===== src/design/tpos_pkg.sv =====
// ----------------------------------------------------------------------------
// tpos_pkg
// Shared types and constants of the two pulse / one sawtooth sound generator.
// ----------------------------------------------------------------------------
package tpos_pkg;

    // step registers and configuration port
    localparam int CFG_W     = 30;
    localparam int CFG_IDX_W = 1;
    localparam logic [CFG_IDX_W-1:0] CFG_SQUARE_STEP = 1'b0;
    localparam logic [CFG_IDX_W-1:0] CFG_SAW_STEP    = 1'b1;
    localparam logic [CFG_W-1:0] SQUARE_STEP_RST = 30'd886582;
    localparam logic [CFG_W-1:0] SAW_STEP_RST    = 30'd443291;

    localparam int FRACTION_BITS_DEF = 18;

    // input item
    localparam int ADDR_W  = 16;
    localparam int VALUE_W = 8;
    localparam logic OP_WRITE = 1'b0;
    localparam logic OP_TICK  = 1'b1;

    // channel select in address bits 15:12
    localparam logic [3:0] SEL_PULSE_A = 4'h9;
    localparam logic [3:0] SEL_PULSE_B = 4'hA;
    localparam logic [3:0] SEL_SAW     = 4'hB;

    // register select in address bits 1:0
    localparam logic [1:0] REG_VOL    = 2'd0;
    localparam logic [1:0] REG_PER_LO = 2'd1;
    localparam logic [1:0] REG_PER_HI = 2'd2;
    localparam logic [1:0] REG_SPARE  = 2'd3;

    // channels
    localparam int NUM_CH    = 3;
    localparam int NUM_PULSE = 2;
    localparam int CH_W      = 2;
    localparam logic [CH_W-1:0] CH_PULSE_A = 2'd0;
    localparam logic [CH_W-1:0] CH_PULSE_B = 2'd1;
    localparam logic [CH_W-1:0] CH_SAW     = 2'd2;

    // period is 12 bits plus one
    localparam int PER_W = 13;

    // sawtooth
    localparam int SAW_STEPS  = 7;
    localparam int SAW_POS_W  = 3;
    localparam int SAW_ACC_W  = 9;
    localparam int PULSE_POS_W = 4;

    // result item
    localparam int PULSE_LVL_W = 4;
    localparam int SAW_LVL_W   = 5;
    localparam int MIX_LVL_W   = 6;

    typedef enum logic [2:0] {
        S_IDLE,
        S_LOAD,
        S_CMP,
        S_DEF,
        S_DIV,
        S_FIX,
        S_APPLY,
        S_DONE
    } state_t;

endpackage


===== src/design/tpos_if.sv =====
// ----------------------------------------------------------------------------
// tpos_cmd_if / tpos_sample_if
// Valid/ready channels for command items and sample results.
// ----------------------------------------------------------------------------
interface tpos_cmd_if;
    logic                         valid;
    logic                         ready;
    logic                         opcode;
    logic [tpos_pkg::ADDR_W-1:0]  address;
    logic [tpos_pkg::VALUE_W-1:0] value;

    modport source (output valid, output opcode, output address, output value,
                    input ready);
    modport sink   (input valid, input opcode, input address, input value,
                    output ready);
endinterface

interface tpos_sample_if;
    logic                             valid;
    logic                             ready;
    logic [tpos_pkg::PULSE_LVL_W-1:0] pulse_a_level;
    logic [tpos_pkg::PULSE_LVL_W-1:0] pulse_b_level;
    logic [tpos_pkg::SAW_LVL_W-1:0]   saw_level;
    logic [tpos_pkg::MIX_LVL_W-1:0]   mixed_level;

    modport source (output valid, output pulse_a_level, output pulse_b_level,
                    output saw_level, output mixed_level, input ready);
    modport sink   (input valid, input pulse_a_level, input pulse_b_level,
                    input saw_level, input mixed_level, output ready);
endinterface


===== src/design/two_pulse_one_saw_sound_generator_unit.sv =====
// ----------------------------------------------------------------------------
// two_pulse_one_saw_sound_generator_unit
// Two pulse channels and one sawtooth channel; one level set per sample tick.
// ----------------------------------------------------------------------------
//  port      dir   handshake      carries
//  cfg_*     in    cfg_we only    step register writes
//  cmd       in    valid/ready    opcode, address, value
//  sample    out   valid/ready    three channel levels and their mix
//
//  A register write is taken in the idle state. A sample tick compares
//  each channel's phase with its step; one whose phase underflows also takes
//  QW = 30 - FRACTION_BITS restoring division steps in the shared subtractor.
//  cmd is held off while a tick is in progress; writes pass while a result
//  waits in the output register, the next tick stalls only at its end.
//  Reset is asynchronous, active low, and needs no clearing pass.
// ----------------------------------------------------------------------------
module two_pulse_one_saw_sound_generator_unit #(
    parameter int FRACTION_BITS = tpos_pkg::FRACTION_BITS_DEF
) (
    input  logic                           clk,
    input  logic                           rst_n,
    input  logic                           cfg_we,
    input  logic [tpos_pkg::CFG_IDX_W-1:0] cfg_index,
    input  logic [tpos_pkg::CFG_W-1:0]     cfg_data,
    tpos_cmd_if.sink                       cmd,
    tpos_sample_if.source                  sample
);
    import tpos_pkg::*;

    localparam int QW      = CFG_W - FRACTION_BITS;
    localparam int PHASE_W = PER_W - 1 + FRACTION_BITS;
    localparam int SP_W    = PER_W + FRACTION_BITS;
    localparam int SUB_W   = (SP_W > CFG_W) ? SP_W : CFG_W;
    localparam int CNT_W   = $clog2(QW);

    // architectural state
    logic [CFG_W-1:0]       square_step_reg;
    logic [CFG_W-1:0]       saw_step_reg;
    logic [7:0]             vol_reg    [NUM_CH];
    logic [7:0]             per_lo_reg [NUM_CH];
    logic [7:0]             per_hi_reg [NUM_CH];
    logic [NUM_CH-1:0]      pend_reg;
    logic [PER_W-1:0]       per_reg    [NUM_CH];
    logic [PHASE_W-1:0]     phase_reg  [NUM_CH];
    logic [PULSE_POS_W-1:0] pos_reg    [NUM_PULSE];
    logic [SAW_POS_W-1:0]   saw_pos_reg;
    logic [SAW_ACC_W-1:0]   acc_reg;

    // sequencer
    state_t           state_reg, state_next;
    logic [CH_W-1:0]  ch_reg;
    logic             out_valid_reg;
    logic             out_load;
    logic             tick_accept;
    logic             wr_accept;

    // division / underflow count
    logic [PER_W-1:0]         rem_reg;
    logic [QW-1:0]            dq_reg;
    logic [FRACTION_BITS-1:0] dl_reg;
    logic [CNT_W-1:0]         cnt_reg;
    logic [2:0]               qm7_reg;
    logic                     qbig_reg;
    logic [PULSE_POS_W-1:0]   n4_reg;
    logic [2:0]               nm7_reg;
    logic                     nbig_reg;

    // levels
    logic [PULSE_LVL_W-1:0] lvl_a_reg, lvl_b_reg;
    logic [SAW_LVL_W-1:0]   lvl_s_reg;
    logic [PULSE_LVL_W-1:0] out_a_reg, out_b_reg;
    logic [SAW_LVL_W-1:0]   out_s_reg;
    logic [MIX_LVL_W-1:0]   out_mix_reg;

    // shared subtractor
    logic [SUB_W-1:0] sub_a, sub_b, sub_diff;
    logic             sub_borrow;

    tpos_sub #(.W(SUB_W)) u_sub (
        .a      (sub_a),
        .b      (sub_b),
        .diff   (sub_diff),
        .borrow (sub_borrow)
    );

    // ------------------------------------------------------------------
    // channel operands
    logic [CFG_W-1:0]       cur_step;
    logic [PER_W-1:0]       cur_per;
    logic [PHASE_W-1:0]     cur_phase;
    logic [7:0]             cur_vol;
    logic                   cur_en;
    logic                   cur_live;
    logic                   r_zero;
    logic                   q_bit;
    logic [3:0]             qm7_t;
    logic                   qm7_ge7;
    logic [2:0]             qm7_next;
    logic [PULSE_POS_W-1:0] pos_next;
    logic [PULSE_LVL_W-1:0] pulse_lvl;
    logic [3:0]             saw_sum;
    logic                   saw_wrap;
    logic [SAW_POS_W-1:0]   saw_pos_next;
    logic [SAW_ACC_W-1:0]   acc_next;
    logic [SAW_LVL_W-1:0]   saw_lvl;
    logic [5:0]             saw_rate;

    assign cur_step  = (ch_reg == CH_SAW) ? saw_step_reg : square_step_reg;
    assign cur_per   = per_reg[ch_reg];
    assign cur_phase = phase_reg[ch_reg];
    assign cur_vol   = vol_reg[ch_reg];
    assign cur_en    = per_hi_reg[ch_reg][7];
    assign cur_live  = (cur_per != '0);
    assign r_zero    = (rem_reg == '0) && (dl_reg == '0);

    always_comb
    begin
        sub_a = '0;
        sub_b = '0;
        case (state_reg)
            S_CMP:
            begin
                sub_a = SUB_W'(cur_phase);
                sub_b = SUB_W'(cur_step);
            end
            S_DEF:
            begin
                sub_a = SUB_W'(cur_step);
                sub_b = SUB_W'(cur_phase);
            end
            S_DIV:
            begin
                sub_a = SUB_W'({rem_reg, dq_reg[QW-1]});
                sub_b = SUB_W'(cur_per);
            end
            S_FIX:
            begin
                sub_a = SUB_W'({cur_per, {FRACTION_BITS{1'b0}}});
                sub_b = SUB_W'({rem_reg, dl_reg});
            end
            default:
            begin
                sub_a = '0;
                sub_b = '0;
            end
        endcase
    end

    // quotient mod 7 and "quotient >= 7", built up one bit per step
    assign q_bit    = !sub_borrow;
    assign qm7_t    = {qm7_reg, q_bit};
    assign qm7_ge7  = (qm7_t >= 4'd7);
    assign qm7_next = qm7_ge7 ? 3'(qm7_t - 4'd7) : qm7_t[2:0];

    // pulse channel
    assign pos_next  = pos_reg[ch_reg[0]] + n4_reg;
    assign pulse_lvl = (!cur_live || !cur_en ||
                        (!cur_vol[7] && (pos_next <= PULSE_POS_W'(cur_vol[6:4]))))
                       ? '0 : cur_vol[3:0];

    // sawtooth channel
    assign saw_rate     = vol_reg[CH_SAW][5:0];
    assign saw_sum      = {1'b0, saw_pos_reg} + {1'b0, nm7_reg};
    assign saw_wrap     = nbig_reg || (saw_sum >= 4'(SAW_STEPS));
    assign saw_pos_next = (saw_sum >= 4'(SAW_STEPS)) ? 3'(saw_sum - 4'(SAW_STEPS))
                                                     : saw_sum[2:0];
    assign acc_next     = saw_wrap
                          ? SAW_ACC_W'(saw_pos_next) * SAW_ACC_W'(saw_rate)
                          : acc_reg + SAW_ACC_W'(nm7_reg) * SAW_ACC_W'(saw_rate);
    assign saw_lvl      = (!cur_live || !cur_en) ? '0 : acc_next[7:3];

    // ------------------------------------------------------------------
    // write decode
    logic [CH_W-1:0] wr_ch;
    logic            wr_hit;
    logic [1:0]      wr_reg;

    assign wr_reg = cmd.address[1:0];

    always_comb
    begin
        wr_ch  = CH_PULSE_A;
        wr_hit = 1'b1;
        case (cmd.address[15:12])
            SEL_PULSE_A: wr_ch = CH_PULSE_A;
            SEL_PULSE_B: wr_ch = CH_PULSE_B;
            SEL_SAW:     wr_ch = CH_SAW;
            default:     wr_hit = 1'b0;
        endcase
    end

    // ------------------------------------------------------------------
    // sequencer
    always_ff @(posedge clk or negedge rst_n)
    begin
        if (!rst_n)
        begin
            state_reg <= S_IDLE;
        end
        else
        begin
            state_reg <= state_next;
        end
    end

    always_comb
    begin
        state_next  = state_reg;
        cmd.ready   = 1'b0;
        out_load    = 1'b0;
        tick_accept = 1'b0;
        wr_accept   = 1'b0;
        case (state_reg)
            S_IDLE:
            begin
                cmd.ready = 1'b1;
                if (cmd.valid)
                begin
                    if (cmd.opcode == OP_TICK)
                    begin
                        tick_accept = 1'b1;
                        state_next  = S_LOAD;
                    end
                    else
                    begin
                        wr_accept = 1'b1;
                    end
                end
            end
            S_LOAD:
            begin
                state_next = S_CMP;
            end
            S_CMP:
            begin
                if (cur_live && sub_borrow)
                    state_next = S_DEF;
                else
                    state_next = S_APPLY;
            end
            S_DEF:
            begin
                state_next = S_DIV;
            end
            S_DIV:
            begin
                if (cnt_reg == '0)
                    state_next = S_FIX;
            end
            S_FIX:
            begin
                state_next = S_APPLY;
            end
            S_APPLY:
            begin
                if (ch_reg == CH_SAW)
                    state_next = S_DONE;
                else
                    state_next = S_LOAD;
            end
            S_DONE:
            begin
                if (!out_valid_reg || sample.ready)
                begin
                    out_load   = 1'b1;
                    state_next = S_IDLE;
                end
            end
            default:
            begin
                state_next = S_IDLE;
            end
        endcase
    end

    // ------------------------------------------------------------------
    // architectural state
    always_ff @(posedge clk or negedge rst_n)
    begin
        if (!rst_n)
        begin
            square_step_reg <= SQUARE_STEP_RST;
            saw_step_reg    <= SAW_STEP_RST;
            pend_reg        <= '0;
            saw_pos_reg     <= '0;
            acc_reg         <= '0;
            ch_reg          <= '0;
            out_valid_reg   <= 1'b0;
            for (int i = 0; i < NUM_CH; i++)
            begin
                vol_reg[i]    <= '0;
                per_lo_reg[i] <= '0;
                per_hi_reg[i] <= '0;
                per_reg[i]    <= '0;
                phase_reg[i]  <= '0;
            end
            for (int i = 0; i < NUM_PULSE; i++)
            begin
                pos_reg[i] <= '0;
            end
        end
        else
        begin
            if (cfg_we)
            begin
                case (cfg_index)
                    CFG_SQUARE_STEP: square_step_reg <= cfg_data;
                    CFG_SAW_STEP:    saw_step_reg    <= cfg_data;
                    default:         ;
                endcase
            end

            if (wr_accept && wr_hit)
            begin
                case (wr_reg)
                    REG_VOL:    vol_reg[wr_ch] <= cmd.value;
                    REG_PER_LO:
                    begin
                        per_lo_reg[wr_ch] <= cmd.value;
                        pend_reg[wr_ch]   <= 1'b1;
                    end
                    REG_PER_HI:
                    begin
                        per_hi_reg[wr_ch] <= cmd.value;
                        pend_reg[wr_ch]   <= 1'b1;
                    end
                    default:    ; // spare register has no effect
                endcase
            end

            if (tick_accept)
                ch_reg <= CH_PULSE_A;

            if (state_reg == S_LOAD && pend_reg[ch_reg])
            begin
                per_reg[ch_reg]  <= PER_W'({per_hi_reg[ch_reg][3:0], per_lo_reg[ch_reg]})
                                    + PER_W'(1);
                pend_reg[ch_reg] <= 1'b0;
            end

            if (state_reg == S_CMP && cur_live && !sub_borrow)
                phase_reg[ch_reg] <= sub_diff[PHASE_W-1:0];

            // ceil division: exact fit leaves phase at zero
            if (state_reg == S_FIX)
                phase_reg[ch_reg] <= r_zero ? '0 : sub_diff[PHASE_W-1:0];

            if (state_reg == S_APPLY)
            begin
                if (cur_live)
                begin
                    if (ch_reg == CH_SAW)
                    begin
                        saw_pos_reg <= saw_pos_next;
                        acc_reg     <= acc_next;
                    end
                    else
                    begin
                        pos_reg[ch_reg[0]] <= pos_next;
                    end
                end
                ch_reg <= ch_reg + CH_W'(1);
            end

            if (out_load)
                out_valid_reg <= 1'b1;
            else if (sample.ready)
                out_valid_reg <= 1'b0;
        end
    end

    // ------------------------------------------------------------------
    // working registers
    always_ff @(posedge clk)
    begin
        case (state_reg)
            S_CMP:
            begin
                n4_reg   <= '0;
                nm7_reg  <= '0;
                nbig_reg <= 1'b0;
            end
            S_DEF:
            begin
                // deficit split: high part divided by the period, low part kept
                dq_reg   <= sub_diff[CFG_W-1:FRACTION_BITS];
                dl_reg   <= sub_diff[FRACTION_BITS-1:0];
                rem_reg  <= '0;
                cnt_reg  <= CNT_W'(QW - 1);
                qm7_reg  <= '0;
                qbig_reg <= 1'b0;
            end
            S_DIV:
            begin
                rem_reg  <= q_bit ? sub_diff[PER_W-1:0]
                                  : {rem_reg[PER_W-2:0], dq_reg[QW-1]};
                dq_reg   <= {dq_reg[QW-2:0], q_bit};
                cnt_reg  <= cnt_reg - CNT_W'(1);
                qm7_reg  <= qm7_next;
                qbig_reg <= qbig_reg | qm7_ge7;
            end
            S_FIX:
            begin
                n4_reg   <= dq_reg[PULSE_POS_W-1:0] + PULSE_POS_W'(!r_zero);
                nm7_reg  <= (r_zero) ? qm7_reg
                            : ((qm7_reg == 3'd6) ? 3'd0 : qm7_reg + 3'd1);
                nbig_reg <= qbig_reg | (!r_zero && (qm7_reg == 3'd6));
            end
            S_APPLY:
            begin
                case (ch_reg)
                    CH_PULSE_A: lvl_a_reg <= pulse_lvl;
                    CH_PULSE_B: lvl_b_reg <= pulse_lvl;
                    CH_SAW:     lvl_s_reg <= saw_lvl;
                    default:    ;
                endcase
            end
            default:
            begin
            end
        endcase

        if (out_load)
        begin
            out_a_reg   <= lvl_a_reg;
            out_b_reg   <= lvl_b_reg;
            out_s_reg   <= lvl_s_reg;
            out_mix_reg <= MIX_LVL_W'(lvl_a_reg) + MIX_LVL_W'(lvl_b_reg)
                           + MIX_LVL_W'(lvl_s_reg);
        end
    end

    assign sample.valid         = out_valid_reg;
    assign sample.pulse_a_level = out_a_reg;
    assign sample.pulse_b_level = out_b_reg;
    assign sample.saw_level     = out_s_reg;
    assign sample.mixed_level   = out_mix_reg;

endmodule


===== src/design/tpos_sub.sv =====
// ----------------------------------------------------------------------------
// tpos_sub
// Shared subtractor: phase compare, deficit, division steps, remainder fix.
// ----------------------------------------------------------------------------
module tpos_sub #(
    parameter int W = tpos_pkg::CFG_W + 1
) (
    input  logic [W-1:0] a,
    input  logic [W-1:0] b,
    output logic [W-1:0] diff,
    output logic         borrow
);
    logic [W:0] full;

    assign full   = {1'b0, a} - {1'b0, b};
    assign diff   = full[W-1:0];
    assign borrow = full[W];
endmodule


===== src/flat_wrapper.sv =====
// flat-port wrapper written by rule: the top's interface ports become plain ports
module two_pulse_one_saw_sound_generator_unit_flat import tpos_pkg::*;
#(
    parameter int FRACTION_BITS = tpos_pkg::FRACTION_BITS_DEF
)
  (clk, rst_n, cfg_we, cfg_index, cfg_data, cmd_valid, cmd_opcode, cmd_address, cmd_value, cmd_ready, sample_valid, sample_pulse_a_level, sample_pulse_b_level, sample_saw_level, sample_mixed_level, sample_ready);
  tpos_cmd_if cmd_i ();
  tpos_sample_if sample_i ();
  input  logic clk;
  input  logic rst_n;
  input  logic cfg_we;
  input  logic [tpos_pkg::CFG_IDX_W-1:0] cfg_index;
  input  logic [tpos_pkg::CFG_W-1:0] cfg_data;
  input wire logic [$bits(cmd_i.valid)-1:0] cmd_valid;
  input wire logic [$bits(cmd_i.opcode)-1:0] cmd_opcode;
  input wire logic [$bits(cmd_i.address)-1:0] cmd_address;
  input wire logic [$bits(cmd_i.value)-1:0] cmd_value;
  output wire logic [$bits(cmd_i.ready)-1:0] cmd_ready;
  output wire logic [$bits(sample_i.valid)-1:0] sample_valid;
  output wire logic [$bits(sample_i.pulse_a_level)-1:0] sample_pulse_a_level;
  output wire logic [$bits(sample_i.pulse_b_level)-1:0] sample_pulse_b_level;
  output wire logic [$bits(sample_i.saw_level)-1:0] sample_saw_level;
  output wire logic [$bits(sample_i.mixed_level)-1:0] sample_mixed_level;
  input wire logic [$bits(sample_i.ready)-1:0] sample_ready;
  assign cmd_i.valid = cmd_valid;
  assign cmd_i.opcode = cmd_opcode;
  assign cmd_i.address = cmd_address;
  assign cmd_i.value = cmd_value;
  assign cmd_ready = cmd_i.ready;
  assign sample_valid = sample_i.valid;
  assign sample_pulse_a_level = sample_i.pulse_a_level;
  assign sample_pulse_b_level = sample_i.pulse_b_level;
  assign sample_saw_level = sample_i.saw_level;
  assign sample_mixed_level = sample_i.mixed_level;
  assign sample_i.ready = sample_ready;
  two_pulse_one_saw_sound_generator_unit #(.FRACTION_BITS(FRACTION_BITS)) u_core (.clk(clk), .rst_n(rst_n), .cfg_we(cfg_we), .cfg_index(cfg_index), .cfg_data(cfg_data), .cmd(cmd_i), .sample(sample_i));
endmodule

===== config.mk =====
export PLATFORM = sky130hd
export DESIGN_NAME = two_pulse_one_saw_sound_generator_unit_flat
export DESIGN_NICKNAME = d
export VERILOG_FILES = /design/src/design/tpos_pkg.sv /design/src/design/tpos_if.sv /design/src/design/two_pulse_one_saw_sound_generator_unit.sv /design/src/design/tpos_sub.sv /design/src/flat_wrapper.sv
export SDC_FILE = /design/constraint.sdc
export NUM_CORES = 1
export LEC_CHECK = 0
export ABC_AREA = 0
export BUFFER_PORTS_ARGS = -buffer_cell sky130_fd_sc_hd__buf_2
export CORE_MARGIN = 2
export CORE_UTILIZATION = 55
export DETAILED_ROUTE_END_ITERATION = 7
export PLACE_DENSITY = 0.73
export SKIP_LAST_GASP = 1
export SLEW_MARGIN = 15
export SYNTH_ARGS = -nofsm -noshare
export SYNTH_HDL_FRONTEND = slang
export SYNTH_SLANG_ARGS = --single-unit

===== constraint.sdc =====
create_clock -name clk -period 6.8 [get_ports clk]
set_clock_uncertainty 0.1 [all_clocks]
set_input_delay 1.02 -clock clk [delete_from_list [all_inputs] [get_ports clk]]
set_output_delay 1.02 -clock clk [all_outputs]
set_load 0.1 [all_outputs]

==> results.json <==
{
  "hold_violations": 0,
  "cts_tree": "done",
  "drive_gt1_share_pct": 20.5,
  "synth_nets": 2015,
  "first_iter_violations": 1139,
  "drc": 0,
  "h-tree-depth": 2,
  "worst-path-buf-inv": 2,
  "syn_area_sq_mm": 0.0204,
  "grtUsageMet1_pct": 34.8,
  "power_density_mw_per_mm2": 526,
  "wl_um": 50700,
  "die_y_um": 197,
  "portBuffers": 71,
  "cts-root-buf": "clkbuf_16",
  "rsz0062_at_grt": "no",
  "grt_max_degree": 124,
  "vias": 14865,
  "layout.nets": 2062,
  "place_congestion": 0.955,
  "synthCells": 1856,
  "cp_max_fo": 23,
  "ys_types": 70,
  "r2r_slack_ns": 1.26,
  "ios": 82,
  "synth.avg_cell_area_sq_um": 11.0,
  "met2_usage_pct": 45.2,
  "setup_tns_ns": 0,
  "dp.final_hpwl_um": 34600,
  "async_reset_ff_share_pct": 75.5,
  "antenna_found_initial": 0,
  "insertion_delay_ns": 0.58,
  "final_util_pct": 61.7,
  "gr-usage-all-layers_pct": 26.9,
  "clk_path_buf_depth": 3,
  "slowest_stage": "a22oi_1",
  "num_rows": 70,
  "worst_ep_arrival_time_ns": 5.73,
  "p_leak_nw": 10.1,
  "critPathLaunchType": "flop",
  "slowest_delay_ns": 0.69,
  "ys_top_cells_by_area": "dfrtp_1 (32%), edfxtp_1 (13%), mux2_2 (10%)",
  "die_area_sq_mm": 0.0386,
  "start_util_pct": 55.8,
  "ys_seq_elements": 371,
  "cts_setup_buffers": 0,
  "grt_util_met3_pct": 4.77,
  "peakVddDrop_mv": 0.375,
  "antenna_left": 0,
  "diodes": 0,
  "coreArea_sq_mm": 0.0365,
  "overflow": 0,
  "fin_ws_ns": 1.26,
  "placed_area_sq_mm": 0.0211,
  "worstSetupEndpointType": "flop",
  "synth_edf_count": 91,
  "path_cells": "buf_4 -> nor2b_4 -> a22oi_1 -> nor2_1 -> a2111oi_0 -> inv_1 -> fa_1 -> nand2b_1 -> a21oi_1 -> o21ai_1 -> a2111oi_0 -> o21ai_0 -> a311oi_1 -> xnor2_1 -> a21oi_1",
  "dr.pass1.iters": 7,
  "synth_top_cell_area_share_pct": 31.7,
  "wl_per_cell_um": 21.1,
  "postLayoutCellArea_sq_mm": 0.0225,
  "crit_family": "compound AO/OA/AOI/OAI gates",
  "status": "finished clean",
  "ctsResizeCount": 0,
  "synth_ff_type": "dfrtp_1",
  "largest_register_ffs": 90,
  "syn_to_final_growth_pct": 10.6,
  "clock.fmax_mhz": 181,
  "holdWs_ns": 0.365,
  "ys_seq_area_share_pct": 47.9,
  "slew_violations": 0,
  "yosysWarnings": 0,
  "min_period_over_period_pct": 81.4,
  "yosys.area.top_type": "dfrtp_1",
  "placed_cells": 2328,
  "grt_pass1_wl_um": 82100,
  "critPathKind": "reg -> reg",
  "cts_buffers": 41,
  "cts_hold_buf": 0,
  "slew_headroom_pct": 30.8,
  "pre_cts_slack_ns": 1.44,
  "first_global_vias": 15269,
  "fin_cells": 2403,
  "clock_sinks": 371,
  "finalSetupViolations": 0,
  "maxCapViolations": 0,
  "die_x_um": 197,
  "total_power_mw": 11.9,
  "hp-class": "reg -> reg",
  "worstMarginPinSlew_ns": 1.04,
  "required_ns": 7.00,
  "finalCriticalPeriod_ns": 5.54,
  "routed_via_density": 6.19,
  "clk_pin_slew_ns": 0.06,
  "busiest_layer": "met2"
}
==> synth_stat cells, drive strengths merged (3+ instances only) <==
| master | instances |
|---|---|
| fa | 20 |
| nand3b | 3 |
| nor2b | 13 |
| a31oi | 6 |
| xor2 | 18 |
| o22ai | 13 |
| o2bb2ai | 6 |
| dfrtp | 258 |
| nor3 | 21 |
| edfxtp | 91 |
| a21oi | 83 |
| a21o | 20 |
| ha | 78 |
| mux2i | 92 |
| a211oi | 8 |
| buf | 41 |
| nor4 | 11 |
| clkbuf | 57 |
| o21bai | 6 |
| nand3 | 21 |
| a221oi | 12 |
| nand4 | 11 |
| nand2b | 17 |
| nor2 | 113 |
| a22o | 85 |
| o211ai | 7 |
| xnor2 | 41 |
| nor3b | 5 |
| and2 | 16 |
| nand2 | 207 |
| and3 | 9 |
| mux2 | 195 |
| a2111oi | 5 |
| o21ai | 123 |
| o21a | 6 |
| inv | 55 |
| a22oi | 34 |
| dfstp | 22 |
==> layout make-up <==
type,instances,area [sq um]
clock inverter,16,241
timing repair buffer,102,598
sequential,371,9770
tap,468,586
fill,2988,14000
multi-input combinational,1332,9970
inverter,55,206
clock buffer,59,1170
==> logic make-up after synthesis <==
logic type               synth area share, %
AND/OR/NAND/NOR                         10.1
flip-flops                              47.9
AO/OA/AOI/OAI                           14.1
adder cells (fa/ha/maj)                 6.75
XOR/XNOR                                2.54
buffers and inverters                   3.30
multiplexers                            15.3
==> worst paths after layout <==
path,from,end,cells past startpoint
hold reg to reg,u_core.lvl_b_reg[0],u_core.sample.pulse_b_level[0],0
max in group asynchronous,rst_n,u_core.saw_step_reg[16],2
setup reg to reg,u_core.ch_reg[1],u_core.dq_reg[10],15
min in group asynchronous,rst_n,u_core.per_lo_reg[7],1
setup / recovery,u_core.ch_reg[1],u_core.dq_reg[10],15
hold / removal,u_core.lvl_b_reg[0],u_core.sample.pulse_b_level[0],0
==> report_power, final <==
part	switching (mW)	internal (mW)	total, mW
Clock	0.937	1.40	2.34
Combinational	3.89	2.17	6.05
Sequential	0.412	3.06	3.48
Total	5.24	6.63	11.9
==> metal layers <==
metal / up-vias / part of all wire (%)
met2: 478 / 48
met5: - / 0
li1: 6837 / -
met3: 129 / 6.1
met1: 7421 / 42
met4: 0 / 3.8
==> placed cells by master (no fill, tap or decap), types with 12 or more instances in the layout <==
cell type	count
a21o_1	20
a21oi_1	83
a221oi_1	12
a22o_1	85
a22oi_1	34
and2_1	16
buf_2	70
buf_4	31
clkbuf_16	42
dfrtp_1	255
dfstp_2	22
edfxtp_1	91
fa_1	20
ha_1	77
inv_1	51
mux2_2	186
mux2i_1	92
nand2_1	207
nand2b_1	17
nand3_1	21
nor2_1	113
nor3_1	20
o21ai_0	118
o22ai_1	13
xnor2_1	41
xor2_1	18
==> worst register-to-register path: cells and delay by family (launching register included) <==
kind,cells,cell delay (ns)
AND/OR/NAND/NOR,3,0.41
XOR/XNOR,1,0.33
adder cells (fa/ha/maj),1,0.44
AO/OA/AOI/OAI,8,2.93
buffers and inverters,2,0.54
flip-flops,1,0.51
No activity file was read; power rests on OpenSTA's default activity.
